[src/rtl/mbr_pkg.sv]
// ----------------------------------------------------------------------------
// mbr_pkg
// Shared types and constants for the matrix element / bias / ReLU block.
// ----------------------------------------------------------------------------
package mbr_pkg;

    localparam int MBR_MAX_DIM    = 16;
    localparam int MBR_ELEM_WIDTH = 32;

    localparam int CFG_W     = 5;
    localparam int CFG_IDX_W = 3;
    localparam int IDX_W     = 4;
    localparam int VAL_W     = 32;

    localparam logic [CFG_W-1:0] SIZE_RESET = CFG_W'(16);

    localparam logic [CFG_IDX_W-1:0] CFG_OUT_ROWS    = 3'd0;
    localparam logic [CFG_IDX_W-1:0] CFG_OUT_COLS    = 3'd1;
    localparam logic [CFG_IDX_W-1:0] CFG_INNER_DEPTH = 3'd2;
    localparam logic [CFG_IDX_W-1:0] CFG_ADD_BIAS    = 3'd3;
    localparam logic [CFG_IDX_W-1:0] CFG_APPLY_RELU  = 3'd4;

    typedef enum logic [1:0] {
        OP_LOAD_A    = 2'd0,
        OP_LOAD_B    = 2'd1,
        OP_LOAD_BIAS = 2'd2,
        OP_COMPUTE   = 2'd3
    } op_t;

    typedef enum logic [1:0] {
        ST_IDLE,
        ST_RUN,
        ST_DRAIN,
        ST_FINISH
    } state_t;

    typedef struct packed {
        logic accept;
        logic capture;
        logic issue;
        logic finish;
    } ctrl_cmd_t;

    typedef struct packed {
        logic compute_go;
        logic depth_zero;
        logic last_issue;
        logic pipe_busy;
    } dp_status_t;

endpackage

[src/rtl/mbr_ctrl.sv]
// ----------------------------------------------------------------------------
// mbr_ctrl
// Sequencer: accepts requests, walks the inner dimension, finishes the result.
// ----------------------------------------------------------------------------
module mbr_ctrl
    import mbr_pkg::*;
(
    input  logic       clk,
    input  logic       rst_n,
    input  logic       start,
    input  dp_status_t status,
    output ctrl_cmd_t  cmd,
    output logic       busy
);

    state_t state_reg;
    state_t state_next;

    always_ff @(posedge clk or negedge rst_n)
    begin
        if (!rst_n)
        begin
            state_reg <= ST_IDLE;
        end
        else
        begin
            state_reg <= state_next;
        end
    end

    always_comb
    begin
        state_next  = state_reg;
        cmd         = '0;
        unique case (state_reg)
            ST_IDLE:
            begin
                cmd.accept = start;
                if (start && status.compute_go)
                begin
                    cmd.capture = 1'b1;
                    state_next  = status.depth_zero ? ST_FINISH : ST_RUN;
                end
            end
            ST_RUN:
            begin
                cmd.issue = 1'b1;
                if (status.last_issue)
                begin
                    state_next = ST_DRAIN;
                end
            end
            ST_DRAIN:
            begin
                if (!status.pipe_busy)
                begin
                    state_next = ST_FINISH;
                end
            end
            ST_FINISH:
            begin
                cmd.finish = 1'b1;
                state_next = ST_IDLE;
            end
            default:
            begin
                state_next = ST_IDLE;
            end
        endcase
    end

    assign busy = (state_reg != ST_IDLE);

endmodule

[config.mk]
export PLATFORM = sky130hd
export DESIGN_NAME = mbr_ctrl
export DESIGN_NICKNAME = d
export VERILOG_FILES = /design/src/rtl/mbr_pkg.sv /design/src/rtl/mbr_ctrl.sv
export SDC_FILE = /design/constraint.sdc
export NUM_CORES = 1
export LEC_CHECK = 0
export BUFFER_PORTS_ARGS = -buffer_cell sky130_fd_sc_hd__buf_2
export CORE_AREA = 2 2 39 41
export DETAILED_ROUTE_END_ITERATION = 12
export DIE_AREA = 0 0 41 43
export SLEW_MARGIN = 10
export SYNTH_ARGS = -nofsm -noshare
export SYNTH_HDL_FRONTEND = slang
export SYNTH_SLANG_ARGS = --single-unit
[constraint.sdc]
create_clock -name clk -period 3.6 [get_ports clk]
set_clock_uncertainty 0.1 [all_clocks]
set_input_delay 0.36 -clock clk [delete_from_list [all_inputs] [get_ports clk]]
set_output_delay 0.36 -clock clk [all_outputs]
set_load 0.02 [all_outputs]
==> impl_results.rst, run 1 <==
.. list-table::
   :header-rows: 1

   * - Metric
     - Value
   * - Total gr overflow
     - 0
   * - Relative area change from synthesis to final layout
     - 56.6%
   * - Buf+Inv Stages, Crit Path
     - 2
   * - Simple-gate area share of the yosys netlist
     - 13.8%
   * - First-pass GRT wire length
     - 641 um
   * - Shortest clock period the worst path allows after layout
     - 1.72 ns
   * - Final design area excluding fillers
     - 298 um^2
   * - Met3 track demand over resource in global routing
     - 6.81%
   * - Area fraction in compound gates after synthesis
     - 5.26%
   * - TritonCTS Sinks
     - 2
   * - HPWL Detailed
     - 323 um
   * - Actual slew at the worst max-slew pin
     - 0.132 ns
   * - Flip-flop count of the largest register, all copies and words added
     - 2
   * - Average cell area after synthesis
     - 10.0 um^2
   * - Total wirelength of the detailed-routed design
     - 387 um
   * - RSZ-0062 raised after global routing
     - no
   * - Row count
     - 14
   * - Most common flop cell mapped by yosys
     - dfrtp_1
   * - Final non-filler cell total
     - 50
   * - Main combinational cell family by area after synthesis
     - adder cells
   * - Total negative slack for setup checks
     - 0 ns
   * - Weighted congestion reported at the end of routability-driven placement
     - 0.602
   * - Largest area contributor in the synthesized netlist
     - ha_1
   * - Post-Synthesis Cells
     - 19
   * - Asr flop ratio synth
     - 100%
   * - GR met1 Demand/Resource
     - 3.86%
   * - Synthesis Warnings
     - 0
   * - Detail-routed net length per standard cell
     - 7.74 um
   * - Number of distinct standard cells referenced by the synthesized netlist
     - 10
   * - Total die area
     - 1760 um^2
   * - Antenna violations before repair
     - 0
   * - Most congested layer reported by global routing
     - met2
   * - Cell type of the slowest stage on the worst timing path
     - dfrtp_1
   * - Area used by sequential logic in the layout
     - 50.0 um^2
   * - Count leader, synth
     - ha_1
   * - Buffers added on ports
     - 11
   * - Post-CTS sizing
     - 0
   * - Leakage power total
     - 0.172 nW
   * - Maximum clock path buffer count
     - 2
   * - Count of maximum capacitance violations
     - 0
   * - Number of buffers inserted during clock tree synthesis
     - 3
   * - Final Hold Slack
     - 0.351 ns
   * - Ranking of synthesized cells by instance count
     - ha_1 (5), inv_1 (3), mux2i_1 (3)
   * - Data arrival at the endpoint of the critical path
     - 1.26 ns
   * - Final count of pins violating max slew
     - 0
   * - H-tree depth reported by CTS
     - 1
   * - Height of the die
     - 43 um
   * - Setup crit start kind
     - flop
   * - Cells along the critical path
     - inv_1 -> ha_1 -> and3_1 -> buf_2
   * - Global router's overall resource usage
     - 6.33%
   * - CP Max Fanout
     - 4
   * - Number of storage elements in the synthesis netlist
     - 2
   * - Count of antenna diodes in the layout
     - 0
   * - Top cell family by delay on the critical path
     - flip-flops
   * - Clock latency on the worst-skew pair
     - 0.22 ns
   * - Maximum number of pins on one net before global-route repair
     - 5
   * - Xor/xnor share of the synthesized area
     - 0%
   * - Share of synthesized area spent on multiplexers
     - 15.8%
   * - Buffers inserted by post-CTS timing repair
     - 0
   * - Post-synthesis instance area
     - 190 um^2
   * - Placed standard-cell area
     - 265 um^2
   * - Required time at the endpoint of the critical path
     - 3.14 ns
   * - VDD IR max
     - 0.000125 V
   * - Core Box Area
     - 1380 um^2
   * - Path type of the worst min-delay path
     - primary input to asynchronous set/reset pin
   * - Maximum clock frequency
     - 0.581 GHz
   * - Main area contributors after synthesis
     - ha_1 (33%), dfrtp_1 (26%), mux2i_1 (16%)
   * - Largest stage delay on the critical path
     - 0.39 ns
   * - Period utilization
     - 47.8%
   * - Share of the yosys chip area belonging to registers
     - 26.3%
   * - Root buffer cell
     - clkbuf_4
   * - Final hold violation count
     - 0
   * - Area share of the largest cell type after synthesis
     - 32.9%
   * - Total area of multi-input combinational cells
     - 129 um^2
   * - Met2 routing resource usage after global routing
     - 9.06%
   * - Setup CP Type
     - flop to output port
   * - Number of global-route vias before repair
     - 178
   * - Final-stage net count
     - 48
   * - Number of buffers inserted for hold repair after clock tree synthesis
     - 1
   * - Via count
     - 177
   * - Total placed cells including tap cells
     - 46
   * - Remaining routing DRC violations
     - 0
   * - Pwr per Cell Area
     - 839 nW/um^2
   * - Starting Density
     - 13.7%
   * - Final core utilization
     - 21.5%
   * - DRC violation total after the first TritonRoute iteration
     - 4
   * - Horizontal die dimension
     - 41 um
   * - Syn_nets
     - 31
   * - Fraction of layout instances using a drive strength above 1
     - 41.2%
   * - Number of top-level design ports
     - 12
   * - EDFF count, synth
     - 0
   * - Vias per inst
     - 3.54
   * - Outcome
     - completed
   * - Worst slew margin relative to its limit
     - 90.9%
   * - Number of detailed-routing iterations run before antenna repair
     - 2
   * - Filler cell count in the final layout
     - 162
   * - Adder and majority gate portion of the synthesized area
     - 32.9%
   * - CTS tree
     - yes
   * - Remaining antenna violation count
     - 0
   * - Category of the worst setup path capture point
     - output port
   * - Final setup violation count
     - 0
   * - Worst setup slack for register-to-register paths
     - 2.16 ns
   * - Clock transition time at the flip-flop clock pins of the worst setup and hold paths
     - 0.03 ns
## metrics by stage
step,worst slack (ns),total power [mW]
2_1_floorplan,2.12,0.167
3_3_place_gp,2.13,0.198
3_5_place_dp,2.10,0.203
4_1_cts,1.86,0.258
5_1_grt,1.77,0.284
6_report,1.88,0.250
## final timing paths
kind                                    from            to  cells past startpoint
worst max-delay path            state_reg[0]        cmd[2]                      4
worst min-delay path                   rst_n  state_reg[1]                      2
max in group asynchronous              rst_n  state_reg[0]                      2
worst max register to register  state_reg[1]  state_reg[1]                      5
min in group clk                   status[2]  state_reg[1]                      3
worst min register to register  state_reg[0]  state_reg[0]                      2
## routing by layer
layer	part of all wire, %	wire length [um]
met5	0	0
met2	52	201
met4	0	0
met1	32	125
met3	16	60
## area by class of cell
class,count,area share [%]
clock buffer,3,7.56
inverter,3,3.78
multi-input combinational,14,43.3
sequential,2,16.8
tap,16,6.72
timing repair buffer,12,21.8
## cells in the final DEF (no fill, tap or decap)
master	Yosys	final
and3_1	1	1
ha_1	5	5
dfrtp_1	2	2
dlygate4sd3_1	0	1
buf_2	0	11
nand2_1	1	1
and2_1	1	1
inv_1	3	3
mux2i_1	3	3
nor2_1	1	1
clkbuf_4	0	3
nor2b_1	1	1
a221o_1	1	1
## logic make-up (layout without fill, tap and decap cells)
group | after synthesis | count (layout)
flip-flops | 2 | 2
buffers and inverters | 3 | 18
AND/OR/NAND/NOR | 5 | 5
adder cells (fa/ha/maj) | 5 | 5
AO/OA/AOI/OAI | 1 | 1
multiplexers | 3 | 3
## where the power goes
part           switching, mW  internal [mW]  leakage [nW]
clock                 0.0124         0.0367        0.0138
combinational         0.0884         0.0669         0.135
sequential           0.00946         0.0358        0.0235
total                  0.110          0.139         0.172
No activity file was read; power rests on OpenSTA's default activity.
==> inputs of run 2 (changes only) <==
==> constraint.sdc (replaced) <==
create_clock -name clk -period 1.4 [get_ports clk]
set_clock_uncertainty 0.1 [all_clocks]
set_input_delay 0.14 -clock clk [delete_from_list [all_inputs] [get_ports clk]]
set_output_delay 0.14 -clock clk [all_outputs]
set_load 0.02 [all_outputs]
==> run 2 against run 1 <==
  * The flow now finishes with violations (negative setup slack)
  * Design area increased by 31%
  * Final cell count grew 8.0%
  * Power rose to 3.5 times the previous value
  * Sequential cell count is the same
  * Critical path depth rose by 1
  * Utilization rose by 6.6 points
  * Count of clock-buffer cells in the layout unchanged
  * Critical path type unchanged
  * Highest routed layer unchanged
==> impl_results.rst, run 2 (same netlist as run 1, synthesis figures left out) <==
.. list-table::
   :header-rows: 1

   * - Metric
     - Value
   * - Outcome
     - finished with violations
   * - Failing checks
     - negative setup slack
   * - Flip-flop count of the largest register, all copies and words added
     - 2
   * - Relative area change from synthesis to final layout
     - 105%
   * - Pwr per Cell Area
     - 2260 nW/um^2
   * - Proportion of total power due to net switching
     - 40.7%
   * - Remaining antenna violation count
     - 0
   * - Category of the worst setup path capture point
     - output port
   * - Setup CP Type
     - flop to output port
   * - CTS tree
     - yes
   * - Leakage power total
     - 0.201 nW
   * - Fraction of layout instances using a drive strength above 1
     - 63.2%
   * - Count of maximum capacitance violations
     - 0
   * - Total gr overflow
     - 0
   * - Clock transition time at the flip-flop clock pins of the worst setup and hold paths
     - 0.03 ns
   * - Top cell family by delay on the critical path
     - flip-flops
   * - Proportion of power drawn by the clock network
     - 14.6%
   * - Share of total power in sequential cells
     - 13.1%
   * - Remaining routing DRC violations
     - 0
   * - Maximum clock path buffer count
     - 2
   * - Shortest clock period the worst path allows after layout
     - 1.46 ns
   * - Maximum clock frequency
     - 0.686 GHz
   * - Global router's overall resource usage
     - 6.12%
   * - Worst slew margin relative to its limit
     - 90.1%
   * - Buffers added on ports
     - 11
   * - Most common library cell in the layout ignoring fill and taps
     - buf_2
   * - Largest stage delay on the critical path
     - 0.38 ns
   * - Final worst-path setup slack
     - -0.0577 ns
   * - Total wirelength of the detailed-routed design
     - 440 um
   * - Filler cell count in the final layout
     - 143
   * - CP Max Fanout
     - 4
   * - Final-stage net count
     - 52
   * - Period utilization
     - 104%
   * - Final hold violation count
     - 0
   * - Via count
     - 201
   * - Required time at the endpoint of the critical path
     - 1.16 ns
   * - Number of top-level design ports
     - 12
   * - Antenna violations before repair
     - 0
   * - VDD IR max
     - 0.000679 V
   * - Area used by sequential logic in the layout
     - 50.0 um^2
   * - Setup crit start kind
     - flop
   * - Data arrival at the endpoint of the critical path
     - 1.22 ns
   * - Switching power
     - 0.357 mW
   * - Vias per inst
     - 3.72
   * - Core Box Area
     - 1380 um^2
   * - DRC violation total after the first TritonRoute iteration
     - 1
   * - Weighted congestion reported at the end of routability-driven placement
     - 0.653
   * - Final setup violation count
     - 4
   * - Total area of multi-input combinational cells
     - 164 um^2
   * - RSZ-0062 raised after global routing
     - yes
   * - Cells along the critical path
     - inv_2 -> ha_4 -> buf_6 -> and3_1 -> buf_6
   * - Most used cells in the layout excluding fill and tap cells
     - buf_2 (8), buf_6 (5), mux2i_1 (3), ha_1 (3), clkbuf_4 (3)
   * - Final core utilization
     - 28.1%
   * - Starting Density
     - 13.7%
   * - Row count
     - 14
   * - Path type of the worst min-delay path
     - primary input to asynchronous set/reset pin
   * - Horizontal die dimension
     - 41 um
   * - Total die area
     - 1760 um^2
   * - H-tree depth reported by CTS
     - 1
   * - Final non-filler cell total
     - 54
   * - Total placed cells including tap cells
     - 48
   * - Clock latency on the worst-skew pair
     - 0.23 ns
   * - Root buffer cell
     - clkbuf_4
   * - Maximum number of pins on one net before global-route repair
     - 5
   * - Final count of pins violating max slew
     - 0
   * - Logic pwr share
     - 72.3%
   * - Cell with the most instances on the worst path
     - buf_6
   * - Actual slew at the worst max-slew pin
     - 0.144 ns
   * - Detail-routed net length per standard cell
     - 8.15 um
   * - Buf+Inv Stages, Crit Path
     - 3
   * - Number of buffers inserted during clock tree synthesis
     - 3
   * - Count of antenna diodes in the layout
     - 0
   * - First-pass GRT wire length
     - 662 um
   * - TritonCTS Sinks
     - 2
   * - Internal Dissipation
     - 0.520 mW
   * - Cell type of the slowest stage on the worst timing path
     - dfrtp_1
   * - Number of detailed-routing iterations run before antenna repair
     - 2
   * - Number of global-route vias before repair
     - 194
   * - Height of the die
     - 43 um
[run 2: cell count changes in the layout (fill, tap and decap cells not counted), sizes merged]
cell,delta
buf,+4
[run 2: cell type report]
cell class	count	area share [%]
tap	16	5.14
clock buffer	3	5.79
multi-input combinational	14	42.1
timing repair buffer	16	31.2
inverter	3	2.89
sequential	2	12.9
[run 2: routing by layer]
metal	share of wire, %	global-route usage (%)
met5	0	0
met2	56	9.69
met1	34	4.82
met3	9.8	4.71
met4	0	4.00
[run 2: power by group through the flow]
stage / logic, mW / registers (mW) / clock network [mW]
global route: 0.711 / 0.119 / 0.144
floorplan: 0.338 / 0.119 / 0
global placement: 0.448 / 0.127 / 0
finish: 0.634 / 0.115 / 0.128
CTS: 0.617 / 0.114 / 0.141
detailed placement: 0.462 / 0.126 / 0
[run 2: worst paths after layout]
kind,startpoint,to,slack (ns),cells past startpoint
min in group clk,status[2],state_reg[1],0.15,3
max in group asynchronous,rst_n,state_reg[0],0.98,2
max,state_reg[1],cmd[2],-0.06,5
min,rst_n,state_reg[1],0.12,2
min reg2reg,state_reg[1],state_reg[1],0.54,2
max reg2reg,state_reg[0],state_reg[1],-0.05,5
[run 2: stage by stage]
step	setup TNS (ns)	area (um^2)	power, mW	hold WS, ns	setup WS, ns
2_1_floorplan	0	203	0.457	-0.256	0.00897
3_3_place_gp	-0.0735	293	0.575	-0.168	-0.0441
3_5_place_dp	-0.0936	293	0.588	-0.172	-0.0504
4_1_cts	-0.187	379	0.872	0.107	-0.0699
5_1_grt	-0.403	389	0.974	0.128	-0.127
6_report	-0.166	389	0.877	0.124	-0.0577
[run 2: repair_timing]
item                                   in CTS  in global routing
pin swaps                                   0                  0
resized for setup                          12                  3
setup buffers                               2                  0
setup endpoints to repair                   5                  5
hold buffers                                1                  0
endpoints found under the hold margin       2                  0
[run 2: worst register-to-register path: stages, from the launching register on]
cell	delay, ns
dfrtp_1	0.39
buf_6	0.13
ha_4	0.15
nor2b_4	0.11
a221o_1	0.30
mux2i_1	0.14
